File: src/rtl/dcnp_pkg.sv
// Shared types, constants and register codes of the depth column nearest point unit.
package dcnp_pkg;

	localparam int IMG_WIDTH_DEF   = 640;
	localparam int IMG_HEIGHT_DEF  = 480;
	localparam int QUEUE_DEPTH_DEF = 4;

	localparam int CFG_IDX_W  = 3;
	localparam int CFG_DATA_W = 64;

	localparam int POINT_W = 24;
	localparam int DU_W    = 18;
	localparam int DD_W    = DU_W + 17;
	localparam int PROD_W  = DD_W + 25;
	localparam int XC_W    = PROD_W - 20;
	localparam int TERM_W  = 16 + XC_W;
	localparam int ACC_W   = TERM_W + 4;
	localparam int SH_W    = ACC_W - 22;

	localparam logic [31:0] RANGE_RST     = 32'd655360000;
	localparam logic [31:0] HEIGHT_RST    = 32'd131136536;
	localparam logic [31:0] PRINCIPAL_RST = 32'd251663360;
	localparam logic [47:0] INV_FOCAL_RST = 48'd536149523669;
	localparam logic [63:0] ROW_X_RST     = 64'd16384;
	localparam logic [63:0] ROW_Y_RST     = 64'd1073741824;
	localparam logic [63:0] ROW_Z_RST     = 64'd70368744177664;

	typedef enum logic [CFG_IDX_W-1:0] {
		REG_RANGE     = 3'd0,
		REG_HEIGHT    = 3'd1,
		REG_PRINCIPAL = 3'd2,
		REG_INV_FOCAL = 3'd3,
		REG_ROW_X     = 3'd4,
		REG_ROW_Y     = 3'd5,
		REG_ROW_Z     = 3'd6
	} cfg_reg_t;

	typedef struct packed {
		logic [9:0]  col;
		logic [9:0]  u;
		logic [8:0]  v;
		logic [15:0] depth;
		logic        pass;
		logic        last;
	} pix_t;

	typedef struct packed {
		logic [9:0]  col;
		logic [15:0] depth;
		logic        pass;
		logic        last;
	} meta_t;

	typedef struct packed {
		meta_t                      meta;
		logic signed [POINT_W-1:0] px;
		logic signed [POINT_W-1:0] py;
		logic signed [POINT_W-1:0] pz;
	} point_t;

	typedef struct packed {
		logic [15:0]     cx;
		logic [15:0]     cy;
		logic [23:0]     ifx;
		logic [23:0]     ify;
		logic [2:0][63:0] rows;
	} proj_cfg_t;

endpackage

File: src/rtl/dcnp_select.sv
// Back part: keeps the nearest point of the column in height range and holds the result.
module dcnp_select (
	input  logic                    clk,
	input  logic                    arst_n,
	input  logic                    pt_valid,
	input  dcnp_pkg::point_t        pt,
	input  logic [31:0]             range_limits,
	input  logic [31:0]             height_limits,
	output logic                    adv,
	output logic                    out_valid,
	input  logic                    out_ready,
	output logic [9:0]              out_column,
	output logic signed [23:0]      point_x,
	output logic signed [23:0]      point_y,
	output logic signed [23:0]      point_z
);
	import dcnp_pkg::*;

	logic [15:0]               nearest_q;
	logic                      found_q;
	logic signed [POINT_W-1:0] best_x_q;
	logic signed [POINT_W-1:0] best_y_q;
	logic signed [POINT_W-1:0] best_z_q;
	logic                      out_valid_q;
	logic [9:0]                out_column_q;
	logic signed [POINT_W-1:0] out_x_q;
	logic signed [POINT_W-1:0] out_y_q;
	logic signed [POINT_W-1:0] out_z_q;
	logic signed [15:0]        hmin;
	logic signed [15:0]        hmax;
	logic                      take;

	assign hmin = $signed(height_limits[15:0]);
	assign hmax = $signed(height_limits[31:16]);
	assign take = pt.meta.pass && (pt.meta.depth < nearest_q) && (pt.pz >= hmin)
		&& (pt.pz <= hmax);
	assign adv  = !out_valid_q || out_ready;

	always_ff @(posedge clk or negedge arst_n) begin
		if (!arst_n) begin
			nearest_q   <= RANGE_RST[31:16];
			found_q     <= 1'b0;
			best_x_q    <= '0;
			best_y_q    <= '0;
			best_z_q    <= '0;
			out_valid_q <= 1'b0;
		end else if (adv) begin
			out_valid_q <= pt_valid && pt.meta.last && (found_q || take);
			if (pt_valid) begin
				if (pt.meta.last) begin
					nearest_q <= range_limits[31:16];
					found_q   <= 1'b0;
					best_x_q  <= '0;
					best_y_q  <= '0;
					best_z_q  <= '0;
				end else if (take) begin
					nearest_q <= pt.meta.depth;
					found_q   <= 1'b1;
					best_x_q  <= pt.px;
					best_y_q  <= pt.py;
					best_z_q  <= pt.pz;
				end
			end
		end
	end

	always_ff @(posedge clk) begin
		if (adv && pt_valid && pt.meta.last) begin
			out_column_q <= pt.meta.col;
			out_x_q      <= take ? pt.px : best_x_q;
			out_y_q      <= take ? pt.py : best_y_q;
			out_z_q      <= take ? pt.pz : best_z_q;
		end
	end

	assign out_valid  = out_valid_q;
	assign out_column = out_column_q;
	assign point_x    = out_x_q;
	assign point_y    = out_y_q;
	assign point_z    = out_z_q;

	a_result_from_end: assert property (@(posedge clk) disable iff (!arst_n)
		$rose(out_valid_q) |-> $past(pt_valid && pt.meta.last))
		else $error("result raised without a column end item");

	a_found_below_max: assert property (@(posedge clk) disable iff (!arst_n)
		$rose(found_q) |-> nearest_q == $past(pt.meta.depth))
		else $error("nearest depth not taken from the new point");

endmodule

File: config.mk
export PLATFORM = sky130hd
export DESIGN_NAME = dcnp_select
export DESIGN_NICKNAME = d
export VERILOG_FILES = /design/src/rtl/dcnp_pkg.sv /design/src/rtl/dcnp_select.sv
export SDC_FILE = /design/constraint.sdc
export NUM_CORES = 1
export LEC_CHECK = 0
export BUFFER_PORTS_ARGS = -buffer_cell sky130_fd_sc_hd__clkbuf_2
export CORE_AREA = 4 4 171 131
export DETAILED_ROUTE_END_ITERATION = 8
export DIE_AREA = 0 0 175 135
export PLACE_DENSITY = 0.75
export SYNTH_ARGS = -nofsm -noshare
export SYNTH_HDL_FRONTEND = slang
export SYNTH_SLANG_ARGS = --single-unit
File: constraint.sdc
create_clock -name clk -period 2.84 [get_ports clk]
set_input_delay 0.284 -clock clk [delete_from_list [all_inputs] [get_ports clk]]
set_output_delay 0.284 -clock clk [all_outputs]
set_load 0.01 [all_outputs]
==> out/metrics.cfg <==
[worst_setup_path]
worstSetupPathType=in2reg
required_ps=3020
crit_path_end_kind=register
crit_arrival_ps=3320
worst_setup_path_start_kind=primary input
crit_fanout=6

[routing]
drt_iter0_markers=639
wl_per_cell_um=17.66
ant_nets=0
drtPass1Iterations=5
vias_per_cell=5.482
drc=0
drt-total-wl_mm=27.39
num_vias=8502

[run_status]
violations=negative setup slack
outcome=complete, but fails checks

[floorplanning]
die_width_um=175
die-area_mm2=0.02363
core_mm2=0.02084
die_y_um=135
num_rows=46
ios=252
start_util=0.4804

[power]
p_leak_nw=6.027
power_mw=8.980
powerDensity_mw_per_mm2=691.3
ir_worst_vdd_mv=0.3501

[timing]
setup_violations=158
period_needed_ps=3139
relSlewSlack=0.4379
rsz0062_at_grt=yes
fmax_mhz=318.6
setup_ws_ps=-298.8
holdWs_ps=29.13
hold_violations=0
skew_ps=12.60
report.final.slew_viol_count=0
min_period_over_period=1.105
worst_slew_pin_slew_ps=842.4

[grt]
track_usage=0.2243
grt_overflow=0
antenna_found_initial=0
grt_pass1_vias=8351
grt_pass1_wl_mm=43.03
grt_max_degree=192

[cts]
cts_tree=built
cts_buffers=17
clk_latency_ps=430
path_clk_slew_ps=70
clk_path_buf_depth=2
cts-root-buf=clkbuf_16
cts_sinks=172
htreeDepth=4

[logic_synthesis]
seq_area_frac_synth=0.4716
synthesis.area_mm2=0.01001
yosys-top-cells-area=edfxtp_1 (25%), dfrtp_1 (21%), ha_1 (7.9%), mux2_2 (6.5%), o311ai_1 (6.3%)
syn_area_per_cell_um2=10.28
synth_cell_type_count=48
yosys_warnings=0
yosysTopAreaCell=edfxtp_1
synthCells=974
synth_top_area_frac=0.2460
syn_nets=1205
synth-seq-cells=172

[layout]
fin_util=0.6235
area_delta_synth_final_pct=29.78
final_common_cell=clkbuf_2
n_antenna_cell=0
layout_common_cells=clkbuf_2 (232), inv_1 (118), nand2_1 (86)
fin_nets=1481
drive_above_1_share=0.3579

[placed_design]
hpwl_mm=18.31
pre_cts_ws_ps=-797.9
routabilityCongestion=0.8627
place.port_buffers=235

[job]
cap_violations=0

[hold_path]
hp-class=in2reg

## power by group
part	switching [mW]	internal, mW	leakage (nW)
registers	0.372	3.41	1.95
logic	1.33	1.57	3.79
clock network	1.12	1.18	0.280
## cell usage after synthesis (all sizes together)
cell	n
a21oi	25
mux2	73
mux2i	1
nand3	26
dfstp	5
o21ai	83
a221o	1
nor3b	15
ha	63
o31ai	1
or2	1
inv	120
a2111oi	2
a21o	4
buf	17
and2	2
nand2b	3
nor4	3
o21bai	1
a31oi	16
nand4	7
nor2b	74
nand2	87
o311ai	87
a211oi	5
or4	2
nor2	23
o311a	1
clkbuf	52
nor3	2
or3	1
edfxtp	82
o211a	1
nand3b	1
dfrtp	85
o211ai	2
## cells by family after synthesis
family          Yosys count  synth area share
simple gates            247            0.1293
compound gates          229            0.1565
buf+inv                 189           0.07700
flops                   172            0.4716
mux                      74           0.08687
fa+ha+maj                63           0.07875
## stage by stage
step | setup TNS (ps) | instance area, µm² | instances
2_1_floorplan | -63280 | 10120 | 974
3_3_place_gp | -101680 | 12110 | 1510
3_5_place_dp | -106330 | 12110 | 1510
4_1_cts | -27720 | 12840 | 1547
5_1_grt | -48710 | 12990 | 1551
6_report | -31260 | 12990 | 1551
## registers in the layout, summed over array words and instances, names as in the netlist
signal / cells
best_x_q: 24
best_y_q: 24
best_z_q: 24
point_x: 24
point_y: 24
point_z: 24
nearest_q: 16
out_column: 10
found_q: 1
out_valid: 1
## cell type report
class / count / area, µm²
fillers: 1696 / 7845
multi-input cells: 613 / 4792
flip-flops and latches: 172 / 4721
repair buffers: 326 / 2086
inverters: 120 / 457.9
clock buffers: 18 / 429.2
well taps: 288 / 360.3
clock inverters: 14 / 143.9
## per-layer routing
metal,GRT usage,share of wire,routed length [µm]
met1,0.3184,0.46,12470
met2,0.3614,0.47,12750
met3,0.03834,0.066,1804
met4,0.05757,0.014,372
met5,0,0,0
## worst max-delay path, cell delays in order
cell	delay (ps)
buf_6	70
clkinvlp_4	110
buf_12	160
ha_4	260
nand3_2	70
or2_1	240
or4_4	450
a2111oi_4	260
nor4_4	80
or4_4	510
nor2_4	140
buf_6	170
clkbuf_16	180
mux2_2	330
## timing repair
item                                    CTS  global route
gates resized for setup                  28            22
pin swaps                                 1             0
hold endpoints to repair                 49             0
cloned                                    1             4
hold buffers                              1             0
buffers inserted                          3             1
endpoints found under the setup margin  159           160
## path summary, 6_finish.rpt
check                                        from             to  slack [ps]  cells after the start
worst max-delay path            height_limits[15]    point_z[23]        -300                     14
worst min-delay path                       pt[91]  out_column[1]          30                      1
worst max register to register      nearest_q[10]    point_z[23]        -160                     11
worst min register to register        best_z_q[6]    best_z_q[6]         520                      2
max in group asynchronous                  arst_n   best_y_q[15]        1660                      3
min in group asynchronous                  arst_n   best_x_q[22]         470                      2
No activity file was read; power rests on OpenSTA's default activity.
