**src/rtl/dcnp_pkg.sv**
```systemverilog
// Shared types, constants and register codes of the depth column nearest point unit.
package dcnp_pkg;

	localparam int IMG_WIDTH_DEF   = 640;
	localparam int IMG_HEIGHT_DEF  = 480;
	localparam int QUEUE_DEPTH_DEF = 4;

	localparam int CFG_IDX_W  = 3;
	localparam int CFG_DATA_W = 64;

	localparam int POINT_W = 24;
	localparam int DU_W    = 18;
	localparam int DD_W    = DU_W + 17;
	localparam int PROD_W  = DD_W + 25;
	localparam int XC_W    = PROD_W - 20;
	localparam int TERM_W  = 16 + XC_W;
	localparam int ACC_W   = TERM_W + 4;
	localparam int SH_W    = ACC_W - 22;

	localparam logic [31:0] RANGE_RST     = 32'd655360000;
	localparam logic [31:0] HEIGHT_RST    = 32'd131136536;
	localparam logic [31:0] PRINCIPAL_RST = 32'd251663360;
	localparam logic [47:0] INV_FOCAL_RST = 48'd536149523669;
	localparam logic [63:0] ROW_X_RST     = 64'd16384;
	localparam logic [63:0] ROW_Y_RST     = 64'd1073741824;
	localparam logic [63:0] ROW_Z_RST     = 64'd70368744177664;

	typedef enum logic [CFG_IDX_W-1:0] {
		REG_RANGE     = 3'd0,
		REG_HEIGHT    = 3'd1,
		REG_PRINCIPAL = 3'd2,
		REG_INV_FOCAL = 3'd3,
		REG_ROW_X     = 3'd4,
		REG_ROW_Y     = 3'd5,
		REG_ROW_Z     = 3'd6
	} cfg_reg_t;

	typedef struct packed {
		logic [9:0]  col;
		logic [9:0]  u;
		logic [8:0]  v;
		logic [15:0] depth;
		logic        pass;
		logic        last;
	} pix_t;

	typedef struct packed {
		logic [9:0]  col;
		logic [15:0] depth;
		logic        pass;
		logic        last;
	} meta_t;

	typedef struct packed {
		meta_t                      meta;
		logic signed [POINT_W-1:0] px;
		logic signed [POINT_W-1:0] py;
		logic signed [POINT_W-1:0] pz;
	} point_t;

	typedef struct packed {
		logic [15:0]     cx;
		logic [15:0]     cy;
		logic [23:0]     ifx;
		logic [23:0]     ify;
		logic [2:0][63:0] rows;
	} proj_cfg_t;

endpackage

```
**src/rtl/dcnp_queue.sv**
```systemverilog
// Short item queue between the front part and the projection pipeline.
module dcnp_queue #(
	parameter int DEPTH = dcnp_pkg::QUEUE_DEPTH_DEF
) (
	input  logic           clk,
	input  logic           arst_n,
	input  logic           push,
	input  dcnp_pkg::pix_t push_data,
	output logic           full,
	input  logic           pop,
	output logic           q_valid,
	output dcnp_pkg::pix_t q_data
);
	import dcnp_pkg::*;

	localparam int PTR_W = (DEPTH > 1) ? $clog2(DEPTH) : 1;
	localparam int CNT_W = $clog2(DEPTH + 1);

	pix_t             mem_q [DEPTH];
	logic [PTR_W-1:0] wr_ptr_q;
	logic [PTR_W-1:0] rd_ptr_q;
	logic [CNT_W-1:0] count_q;

	assign full    = (count_q == CNT_W'(DEPTH));
	assign q_valid = (count_q != '0);
	assign q_data  = mem_q[rd_ptr_q];

	always_ff @(posedge clk) begin
		if (push) begin
			mem_q[wr_ptr_q] <= push_data;
		end
	end

	always_ff @(posedge clk or negedge arst_n) begin
		if (!arst_n) begin
			wr_ptr_q <= '0;
			rd_ptr_q <= '0;
			count_q  <= '0;
		end else begin
			if (push) begin
				wr_ptr_q <= (wr_ptr_q == PTR_W'(DEPTH - 1)) ? '0 : wr_ptr_q + 1'b1;
			end
			if (pop) begin
				rd_ptr_q <= (rd_ptr_q == PTR_W'(DEPTH - 1)) ? '0 : rd_ptr_q + 1'b1;
			end
			if (push && !pop) begin
				count_q <= count_q + 1'b1;
			end else if (pop && !push) begin
				count_q <= count_q - 1'b1;
			end
		end
	end

	a_count_bound: assert property (@(posedge clk) disable iff (!arst_n)
		count_q <= CNT_W'(DEPTH))
		else $error("queue count above depth");

	a_count_up: assert property (@(posedge clk) disable iff (!arst_n)
		push && !pop |=> count_q == $past(count_q) + 1'b1)
		else $error("queue count did not follow a push");

	a_count_down: assert property (@(posedge clk) disable iff (!arst_n)
		pop && !push |=> count_q == $past(count_q) - 1'b1)
		else $error("queue count did not follow a pop");

endmodule

```
**config.mk**
```make
export PLATFORM = sky130hd
export DESIGN_NAME = dcnp_queue
export DESIGN_NICKNAME = d
export VERILOG_FILES = /design/src/rtl/dcnp_pkg.sv /design/src/rtl/dcnp_queue.sv
export SDC_FILE = /design/constraint.sdc
export NUM_CORES = 1
export LEC_CHECK = 0
export BUFFER_PORTS_ARGS = -buffer_cell sky130_fd_sc_hd__buf_2
export CELL_PAD_IN_SITES_DETAIL_PLACEMENT = 1
export CELL_PAD_IN_SITES_GLOBAL_PLACEMENT = 1
export CORE_MARGIN = 1
export CORE_UTILIZATION = 50
export DETAILED_ROUTE_END_ITERATION = 8
export GPL_TIMING_DRIVEN = 0
export HOLD_SLACK_MARGIN = 0.15
export PLACE_DENSITY_LB_ADDON = 0.1
export REMOVE_ABC_BUFFERS = 1
export SLEW_MARGIN = 10
export SYNTH_ARGS = -nofsm -noshare
export SYNTH_HDL_FRONTEND = slang
export SYNTH_SLANG_ARGS = --single-unit
```
**constraint.sdc**
```tcl
create_clock -name clk -period 2.4 [get_ports clk]
set_input_delay 0.12 -clock clk [delete_from_list [all_inputs] [get_ports clk]]
set_output_delay 0.12 -clock clk [all_outputs]
set_load 0.02 [all_outputs]
```
==> qor.txt <==
status -> completed
I/O Buffers -> 99
Final Skew -> 0.005226 ns
clk root buf -> clkbuf_16
Initial Util -> 51.62%
die width -> 122.2 microns
H-tree levels -> 4
DRT Pass-1 Iters -> 4
Hold WC Path Type -> input port to register
Startpoint Class -> register
cells along the critical path -> mux4_2, buf_2
total die area -> 14,930 sq um
highest clock rate -> 0.4792 GHz
Seq/Total Area, Yosys -> 80.61%
PwrDens -> 1173 nW/um^2
Synth area leaders -> edfxtp_1 (78%), mux4_2 (14%), dfrtp_1 (2.4%)
dpl ws -> 0.5225 ns
layout cell share with drive strength beyond 1 -> 39.47%
number of max-cap violations -> 0
post-route DRC violation count -> 0
P_leak -> 0.003126 uW
drt initial violations -> 170
GR Overflow Total -> 0
Syn Std Cell Area -> 7221 sq um
Via density -> 5.343
slowest stage delay, CP -> 0.92 ns
dpl hpwl -> 7.204 mm
synthesis warning total -> 0
WL final -> 13.41 mm
syn_area_per_cell -> 25.51 sq um
Hold Startpoint -> push_data[43]
Final Hold Viols -> 0
Mapped Cells -> 283
Worst Setup End Kind -> output port
EDFF count, synth -> 188
top-count cell post-synth -> edfxtp_1
Hold Crit Depth -> 2
Final Slew Violations -> 0
ys async rst share -> 3.590%
maximum fanout along the worst path -> 49
Yosys reg bits -> 195
I/O pins -> 100
Die Span Y -> 122.2 microns
clock buffer depth -> 2
TritonCTS buffer count -> 17
vias after detailed routing -> 3,398
WS Path Type -> register to output port
Post-synth top cells -> edfxtp_1 (188), mux4_2 (45), dfrtp_1 (7)
Final period util -> 86.94%
Worst-Skew Late Latency -> 0.43 ns
CTS tree -> built
Total GRT Usage -> 19.81%
first-pass GRT wire length -> 20.61 mm
# diodes -> 0
worst path required time -> 2.28 ns
Routed Antenna Nets -> 0
largest net degree at the start of global routing -> 50
R2R Setup Slk -> 0.68 ns
RSZ-0062 raised after global routing -> false
Synth cell types -> 22
reg2reg path depth -> 3
top-area cell type share of the netlist area -> 78.18%
final net count -> 501
worst reg2reg startpoint -> wr_ptr_q[0]$_DFFE_PN0P_
Levels on crit path -> 2
CP Buf/Inv Count -> 1
CORE AREA -> 13,990 sq um
Slew @ Worst Pin -> 0.7460 ns
Max-slew headroom -> 50.27%
Final WS setup -> 0.3133 ns
reg2reg end -> mem_q[2][30]$_DFFE_PP_
crit path DAT -> 1.97 ns
routed len/inst -> 21.09 microns
Peak VDD IR -> 683.7 uV
# setup viols final -> 0
vias in the first global route -> 3,788
CTS Sinks -> 195
Period minus WS final -> 2.087 ns
Worst path top cell family by delay -> flip-flops
Pwr Total -> 10,510 uW
Clock Pin Slew Worst Setup and Hold Paths -> 0.06 ns
dominant cell type by area after synthesis -> edfxtp_1
area delta synth->final -> 24.09%
floorplan row count -> 43
end of the worst hold path -> mem_q[2][43]$_DFFE_PP_
antenna violations before repair -> 0
RD Place Congestion -> 0.6695
Synth Flop Type -> edfxtp_1
CP max stage cell -> dfrtp_4
-- cells by family (layout without fill, tap and decap cells) --
family / after synthesis / after routing / synth area share (%)
flops: 195 / 195 / 80.61
mux: 50 / 50 / 15.23
buf+inv: 15 / 188 / 1.542
simple gates: 11 / 11 / 0.7972
fa+ha+maj: 7 / 7 / 1.317
xor+xnor: 3 / 3 / 0.3640
compound gates: 2 / 2 / 0.1386
-- how the worst max path moves through the flow --
stage          slack (ns)                     from         end
5_1_grt              0.21  rd_ptr_q[1]$_DFFE_PN0P_  q_data[17]
3_3_place_gp        -1.45  rd_ptr_q[0]$_DFFE_PN0P_  q_data[29]
6_report             0.31  rd_ptr_q[1]$_DFFE_PN0P_   q_data[1]
3_5_place_dp         0.52  rd_ptr_q[0]$_DFFE_PN0P_  q_data[40]
2_1_floorplan       -0.49  rd_ptr_q[0]$_DFFE_PN0P_  q_data[29]
4_1_cts              0.04  rd_ptr_q[0]$_DFFE_PN0P_  q_data[40]
-- state kept, by name, indices dropped and copies added (netlist names) --
| signal | count |
|---|---|
| mem_q | 188 |
| wr_ptr_q | 2 |
| count_q | 3 |
| rd_ptr_q | 2 |
-- metal layers --
layer  up-vias  part of all wire [%]  global-route usage [%]
li1       1522                     -                       -
met1      1784                    43                   24.09
met2        75                    52                   33.58
met3        17                   4.1                   6.039
met4         0                   1.3                   7.088
met5         -                     0                       0
-- per-stage QoR --
stage	hold slack (ns)	std cells	utilization (%)	area [sq um]	setup TNS [ns]
after floorplan	-0.1756	272	-	7124	-19.78
after global placement	-0.03791	551	56.08	7845	-196.89
after detailed placement	-0.03496	552	56.40	7890	0
after CTS	0.4106	635	64.00	8952	0
after global routing	0.4346	636	64.05	8960	0
final	0.4426	636	64.05	8960	0
-- area by class of cell --
type / instances / area, sq um
Clock buffer: 20 / 436.7
Clock inverter: 12 / 115.1
Fill cell: 1150 / 5029
Inverter: 4 / 15.01
Multi-Input combinational cell: 73 / 1299
Sequential cell: 195 / 5828
Tap cell: 180 / 225.2
Timing Repair Buffer: 152 / 1041
-- layout by cell type, fill, tap and decap left out --
| cell | netlist | layout |
|---|---|---|
| and2_4 | 0 | 4 |
| buf_16 | 0 | 1 |
| buf_2 | 3 | 99 |
| buf_4 | 3 | 1 |
| bufinv_16 | 0 | 2 |
| clkbuf_1 | 1 | 3 |
| clkbuf_16 | 0 | 17 |
| clkinv_1 | 0 | 4 |
| clkinv_2 | 0 | 3 |
| clkinv_4 | 0 | 2 |
| clkinvlp_4 | 0 | 1 |
| dfrtp_1 | 7 | 5 |
| dfrtp_4 | 0 | 2 |
| dlygate4sd3_1 | 0 | 51 |
| edfxtp_1 | 188 | 188 |
| fa_1 | 1 | 1 |
| ha_1 | 6 | 6 |
| inv_1 | 4 | 4 |
| mux2_2 | 3 | 3 |
| mux4_1 | 2 | 2 |
| mux4_2 | 45 | 45 |
| nand2_1 | 2 | 2 |
| nor2_1 | 3 | 3 |
| nor3b_1 | 1 | 1 |
| o21ai_0 | 2 | 2 |
| or3_1 | 1 | 1 |
| xnor2_1 | 1 | 1 |
| xor2_1 | 2 | 2 |
-- power by group --
part           total [uW]  switching (uW)  internal, uW  leakage (uW)
registers            4730             342          4390       0.00181
logic                3120            1740          1380       0.00105
clock network        2670            1150          1510      0.000268
-- timing repair --
action                                  4_1_cts  5_1_grt
endpoints found under the setup margin        0        1
hold endpoints to repair                    200        0
buffers inserted                              0        1
hold buffers                                 51        0
resized for setup                             0        0
Power figures use the tool's default switching activity.
