--- config.mk ---
export PLATFORM = sky130hd
export DESIGN_NAME = dcnp_front
export DESIGN_NICKNAME = d
export VERILOG_FILES = /design/src/rtl/dcnp_pkg.sv /design/src/rtl/dcnp_front.sv
export SDC_FILE = /design/constraint.sdc
export NUM_CORES = 1
export LEC_CHECK = 0
export BUFFER_PORTS_ARGS = -buffer_cell sky130_fd_sc_hd__buf_2
export CORE_ASPECT_RATIO = 1.25
export CORE_MARGIN = 8
export CORE_UTILIZATION = 37
export DETAILED_ROUTE_END_ITERATION = 10
export PLACE_DENSITY_LB_ADDON = 0.2
export REMOVE_ABC_BUFFERS = 1
export SKIP_LAST_GASP = 1
export SYNTH_ARGS = -nofsm -noshare
export SYNTH_HDL_FRONTEND = slang
export SYNTH_SLANG_ARGS = --single-unit
--- constraint.sdc ---
create_clock -name vclk -period 1.4
set_input_delay 0 -clock vclk [all_inputs]
set_output_delay 0 -clock vclk [all_outputs]
set_load 0.05 [all_outputs]
--- src/rtl/dcnp_pkg.sv ---
// Shared types, constants and register codes of the depth column nearest point unit.
package dcnp_pkg;

	localparam int IMG_WIDTH_DEF   = 640;
	localparam int IMG_HEIGHT_DEF  = 480;
	localparam int QUEUE_DEPTH_DEF = 4;

	localparam int CFG_IDX_W  = 3;
	localparam int CFG_DATA_W = 64;

	localparam int POINT_W = 24;
	localparam int DU_W    = 18;
	localparam int DD_W    = DU_W + 17;
	localparam int PROD_W  = DD_W + 25;
	localparam int XC_W    = PROD_W - 20;
	localparam int TERM_W  = 16 + XC_W;
	localparam int ACC_W   = TERM_W + 4;
	localparam int SH_W    = ACC_W - 22;

	localparam logic [31:0] RANGE_RST     = 32'd655360000;
	localparam logic [31:0] HEIGHT_RST    = 32'd131136536;
	localparam logic [31:0] PRINCIPAL_RST = 32'd251663360;
	localparam logic [47:0] INV_FOCAL_RST = 48'd536149523669;
	localparam logic [63:0] ROW_X_RST     = 64'd16384;
	localparam logic [63:0] ROW_Y_RST     = 64'd1073741824;
	localparam logic [63:0] ROW_Z_RST     = 64'd70368744177664;

	typedef enum logic [CFG_IDX_W-1:0] {
		REG_RANGE     = 3'd0,
		REG_HEIGHT    = 3'd1,
		REG_PRINCIPAL = 3'd2,
		REG_INV_FOCAL = 3'd3,
		REG_ROW_X     = 3'd4,
		REG_ROW_Y     = 3'd5,
		REG_ROW_Z     = 3'd6
	} cfg_reg_t;

	typedef struct packed {
		logic [9:0]  col;
		logic [9:0]  u;
		logic [8:0]  v;
		logic [15:0] depth;
		logic        pass;
		logic        last;
	} pix_t;

	typedef struct packed {
		logic [9:0]  col;
		logic [15:0] depth;
		logic        pass;
		logic        last;
	} meta_t;

	typedef struct packed {
		meta_t                      meta;
		logic signed [POINT_W-1:0] px;
		logic signed [POINT_W-1:0] py;
		logic signed [POINT_W-1:0] pz;
	} point_t;

	typedef struct packed {
		logic [15:0]     cx;
		logic [15:0]     cy;
		logic [23:0]     ifx;
		logic [23:0]     ify;
		logic [2:0][63:0] rows;
	} proj_cfg_t;

endpackage

--- src/rtl/dcnp_front.sv ---
// Front part: takes input items, clamps pixel indexes and applies the depth range test.
module dcnp_front #(
	parameter int IMG_WIDTH  = dcnp_pkg::IMG_WIDTH_DEF,
	parameter int IMG_HEIGHT = dcnp_pkg::IMG_HEIGHT_DEF
) (
	input  logic           in_valid,
	output logic           in_ready,
	input  logic [9:0]     column,
	input  logic [8:0]     row,
	input  logic [15:0]    depth_mm,
	input  logic           column_end,
	input  logic [31:0]    range_limits,
	input  logic           queue_full,
	output logic           push,
	output dcnp_pkg::pix_t push_data
);
	import dcnp_pkg::*;

	logic [15:0] rmin;
	logic [15:0] rmax;

	assign rmin = range_limits[15:0];
	assign rmax = range_limits[31:16];

	assign in_ready = !queue_full;
	assign push     = in_valid && !queue_full;

	always_comb begin
		push_data.col   = column;
		push_data.u     = (int'(column) > IMG_WIDTH - 1) ? 10'(IMG_WIDTH - 1) : column;
		push_data.v     = (int'(row) > IMG_HEIGHT - 1) ? 9'(IMG_HEIGHT - 1) : row;
		push_data.depth = depth_mm;
		push_data.pass  = (depth_mm != 16'd0) && (depth_mm > rmin) && (depth_mm < rmax);
		push_data.last  = column_end;
	end

endmodule

==> flow_summary.json, run 1 <==
{
  "die_h_um": 78.1,
  "setup_viol": 1,
  "power_density_nw_per_um2": 437,
  "synth-seq-area-share_pct": 0,
  "dieArea_um2": 5130,
  "rows": 22,
  "p_leak_nw": 1.14,
  "critPathLaunchType": "input port",
  "antenna_found_initial": 0,
  "min_from": "column_end",
  "gp_congestion": 0.842,
  "postRouteAntennaNets": 0,
  "numPortBuffers": 117,
  "drt-total-wl_um": 3910,
  "path_class": "input port to output port",
  "grt.overflow.total": 0,
  "grt_pass1_wl_um": 6280,
  "synthDistinctLibCells": 25,
  "regArea_um2": 0,
  "cp_cell_sequence": "buf_6 > inv_4 > ha_4 > a211o_1 > a31oi_1 > o211ai_1 > a221o_1 > a21oi_2 > buf_6",
  "syn_area_um2": 1140,
  "worstMarginPinSlew_ns": 0.399,
  "critPathRequiredTime_ns": 1.40,
  "syn_avg_cell_area_um2": 7.27,
  "design_area_um2": 1750,
  "crit_path_end_kind": "output port",
  "antenna_cells": 0,
  "multi_input_area_um2": 826,
  "ios": 119,
  "max_freq_ghz": 0.637,
  "hpwlAfterDp_um": 3670,
  "ys_warn_count": 0,
  "status": "finished, violations left",
  "post-cts-setup-buffers": 0,
  "fp.coreArea_um2": 2950,
  "rsz0062_at_grt": "yes",
  "critPathMaxStageDelay_ns": 0.35,
  "grt_max_degree": 8,
  "routedWlPerCell_um": 13.1,
  "nets": 366,
  "worstPathArrival_ns": 1.57,
  "critPathSlowestCell": "a221o_1",
  "n_fill_cell": 305,
  "grt_pass1_vias": 1448,
  "ir_worst_vdd_mv": 0.269,
  "crit_top_cell": "buf_6",
  "post-route-drc-count": 0,
  "syn_to_final_growth_pct": 53.2,
  "hp-class": "input port to output port",
  "track_usage_pct": 14.1,
  "final_util_pct": 59.3,
  "synthCells": 157,
  "maxSlewViolCount": 0,
  "drive_gt1_share_pct": 54.4,
  "hold_path_end": "push_data[0]",
  "clock_buffers": 0,
  "setup_ws_ns": -0.170,
  "first_iter_violations": 9,
  "seq_cells": 0,
  "cp_max_fo": 2,
  "hold_depth": 0,
  "postPlaceCellArea_um2": 1700,
  "hold_viol": 0,
  "die_x_um": 65.7,
  "initial_core_util_pct": 38.7,
  "tns_ns": -0.170,
  "firstDrtPassIters": 2,
  "post-route-period-util_pct": 112,
  "violations": "setup timing",
  "cap_violations": 0,
  "fin_crit_ns": 1.57,
  "vias": 1403,
  "max_slew_margin_pct": 73.1,
  "vias_per_cell": 4.69,
  "holdBufCountCts": 0
}
[worst max-delay path: cells and delay by family]
family | cells | cell delay (ns)
fa+ha+maj | 1 | 0.19
buf+inv | 3 | 0.32
compound gates | 5 | 1.06
[power by group]
part / leakage, nW / total [W] / internal [W] / switching, W
combinational: 1.14 / 0.000763 / 0.000278 / 0.000485
sequential: 0 / 0 / 0 / 0
clock: 0 / 0 / 0 / 0
[what timing repair did]
action	4_1_cts	5_1_grt
gates cloned	0	0
pin swaps	5	1
setup endpoints to repair	1	1
resized for setup	10	1
[layer usage]
metal | share of wire [%] | wire [um] | GRT usage [%]
met4 | 0.56 | 22 | 0.656
met1 | 34 | 1340 | 13.2
met2 | 55 | 2160 | 30.1
met5 | 0 | 0 | 0
met3 | 9.9 | 386 | 3.13
[worst max-delay path by stage]
stage                          start           end
floorplan           range_limits[18]  push_data[1]
global placement         depth_mm[2]  push_data[1]
detailed placement       depth_mm[2]  push_data[1]
CTS                 range_limits[18]  push_data[1]
global route        range_limits[18]  push_data[1]
finish              range_limits[18]  push_data[1]
[metrics by stage]
stage	instances	power, W	hold slack, ns	worst slack (ns)
2_1_floorplan	126	0.000300	0	-0.499
3_3_place_gp	299	0.000745	0.000341	-0.309
3_5_place_dp	299	0.000750	0.000341	-0.337
4_1_cts	299	0.000770	0.000341	-0.181
5_1_grt	299	0.000832	0.000287	-0.252
6_report	299	0.000763	0.000109	-0.170
[cells in the mapped netlist (all sizes together)]
cell	number	area (um2)
o211ai	2	15.0
a211o	1	8.76
buf	27	203
a2111oi	1	8.76
a31oi	1	6.26
nor2b	4	25.0
nand2	1	3.75
nand3	4	20.0
ha	31	388
a211oi	2	15.0
a221o	1	10.0
or2b	1	7.51
inv	32	120
a41o	1	10.0
and4	3	27.5
nand2b	12	75.1
clkbuf	4	15.0
nor4	5	31.3
o41ai	1	8.76
a21o	8	60.1
and2	1	6.26
a21oi	7	35.0
o21ai	2	10.0
nand4	5	31.3
[layout make-up]
class | count | area share [%]
Timing Repair Buffer | 137 | 43.2
Inverter | 32 | 7.02
Multi-Input combinational cell | 94 | 47.2
Tap cell | 36 | 2.58
[cell families (layout without fill, tap and decap cells)]
group	count (synthesis)	in the layout	synth area share, %
compound gates	27	27	16.4
fa+ha+maj	31	31	34.0
buf+inv	63	169	29.6
simple gates	36	36	20.0
[cells in the final DEF (no fill, tap or decap), drive strengths merged]
cell type and count:
buf 137, inv 32, ha 31, nand2b 12
a21o 8, a21oi 7, nand4 5, nor4 5
nor2b 4, nand3 4, and4 3, o21ai 2
o211ai 2, a211oi 2, and2 1, or2b 1
a211o 1, a31oi 1, a221o 1, a2111oi 1
nand2 1, a41o 1, o41ai 1
Power figures use the tool's default switching activity.
==> run 2, diff against run 1 <==
ABC_AREA = 1   (was unset)
CORE_UTILIZATION = 39   (was 37)
==> run 2 against run 1 <==
The run now ends clean. Non-clock buffer count down 19. Via count grew 5.6%. Die area grew 4.6%. Area after synthesis is 12% higher. Final cell count up 16%.
==> flow_summary.json, run 2 <==
{
  "dieArea_um2": 5370,
  "multi_input_area_um2": 825,
  "postRouteAntennaNets": 0,
  "antenna_cells": 0,
  "hp-class": "input port to output port",
  "synth-seq-area-share_pct": 0,
  "ir_worst_vdd_mv": 0.281,
  "syn_to_final_growth_pct": 33.3,
  "post-cts-setup-buffers": 0,
  "synthCells": 223,
  "maxSlewViolCount": 0,
  "nets": 413,
  "grt_pass1_vias": 1440,
  "synthDistinctLibCells": 18,
  "hold_viol": 0,
  "grt_max_degree": 8,
  "final_util_pct": 53.7,
  "die_h_um": 79.9,
  "ys_warn_count": 0,
  "seq_cells": 0,
  "holdWs_ns": 0.000109,
  "p_leak_nw": 1.25,
  "critPathLaunchType": "input port",
  "syn_area_um2": 1270,
  "cp_max_fo": 4,
  "clock_buffers": 0,
  "vias": 1482,
  "max_freq_ghz": 0.798,
  "worstPathArrival_ns": 1.25,
  "vias_per_cell": 4.27,
  "synth_most_common_cell": "inv_1",
  "final_common_cell": "buf_2",
  "ios": 119,
  "critPathBufInv": 2,
  "post-route-drc-count": 0,
  "gp_congestion": 0.815,
  "grt_pass1_wl_um": 5640,
  "cp_cell_sequence": "buf_2 > ha_1 > a21o_1 > nor2_1 > nand3_1 > nor2_1 > nand2_1 > nor2_2 > clkbuf_4",
  "synth_top_area_share_pct": 30.4,
  "synthTopCellsByCount": "inv_1, nand2_1, ha_1, buf_4, nor2_1",
  "n_fill_cell": 358,
  "initial_core_util_pct": 40.3,
  "critPathRequiredTime_ns": 1.40,
  "crit_family": "simple AND/OR/NAND/NOR gates",
  "numPortBuffers": 117,
  "drive_gt1_share_pct": 41.6,
  "regArea_um2": 0,
  "final_cell_mix": "buf_2, inv_1, nand2_1, ha_1, nor2_1",
  "post-route-period-util_pct": 89.5,
  "firstDrtPassIters": 4,
  "drt-total-wl_um": 3610,
  "power_density_nw_per_um2": 437,
  "routedWlPerCell_um": 10.4,
  "synth.area.top_cells": "ha_1, inv_1, buf_4",
  "status": "finished, final reports clean",
  "critPathMaxStageDelay_ns": 0.33,
  "track_usage_pct": 12.1,
  "fin_crit_ns": 1.25,
  "grt.overflow.total": 0,
  "cap_violations": 0,
  "die_x_um": 67.1,
  "rows": 23,
  "crit_top_cell": "nor2_1",
  "critPathSlowestCell": "ha_1",
  "first_iter_violations": 21,
  "crit_path_end_kind": "output port",
  "syn_avg_cell_area_um2": 5.72,
  "antenna_found_initial": 0,
  "fp.coreArea_um2": 3170,
  "max_slew_margin_pct": 82.6,
  "yosys.area.top_type": "ha_1",
  "setup_viol": 0,
  "worstMarginPinSlew_ns": 0.263,
  "path_class": "input port to output port",
  "hpwlAfterDp_um": 3480
}
[run 2: changes by cell type in the layout (fill, tap and decap cells not counted), sizes merged, moves of 3 or more]
cell and delta:
buf -20, nand2 +51, nand2b -12, and4 -3, a21o -7, inv +30
nor4 -5, nor2 +20, nor2b -4, a21oi +6
[run 2: kinds of logic (layout without fill, tap and decap cells)]
kind of cell    after synthesis  after routing  share of synthesized area (%)
fa+ha+maj                    31             31                           30.4
simple gates                 80             80                           26.2
compound gates               19             19                           8.05
buf+inv                      93            180                           35.3
[run 2: stage by stage]
| step | total power (W) | setup WS (ns) | instance area (um2) | TNS (ns) | cells |
|---|---|---|---|---|---|
| CTS | 0.000754 | 0.0992 | 1700 | 0 | 347 |
| finish | 0.000743 | 0.147 | 1700 | 0 | 347 |
| global route | 0.000817 | -0.00303 | 1700 | -0.00303 | 347 |
| detailed placement | 0.000752 | 0.105 | 1700 | 0 | 347 |
| floorplan | 0.000342 | 0.219 | 1060 | 0 | 192 |
| global placement | 0.000743 | 0.128 | 1700 | 0 | 347 |
[run 2: report_power, final]
| part | switching, W | internal [W] |
|---|---|---|
| registers | 0 | 0 |
| clock network | 0 | 0 |
| logic | 0.000506 | 0.000237 |
| total | 0.000506 | 0.000237 |
[run 2: cell type report]
type                            count  share of cell area, %
Inverter                           62                   13.7
Tap cell                           37                   2.72
Timing Repair Buffer              118                   35.1
Multi-Input combinational cell    130                   48.5
[run 2: timing repair]
item	4_1_cts	5_1_grt
endpoints found under the hold margin	0	0
hold buffers	0	0
endpoints found under the setup margin	0	1
gates resized for setup	0	1
[run 2: per-layer routing]
layer	global-route usage, %	vias to the layer above	wire length (um)	share of wire, %
met2	23.8	53	1940	54
met5	0	-	0	0
met3	3.09	2	359	9.9
met4	0.629	0	24	0.66
li1	-	815	-	-
met1	12.7	612	1290	36
[run 2: final timing paths]
kind                        to  cells past startpoint         start  slack [ns]
setup / recovery  push_data[1]                      9  depth_mm[15]        0.15
hold / removal    push_data[0]                      0    column_end      0.0001
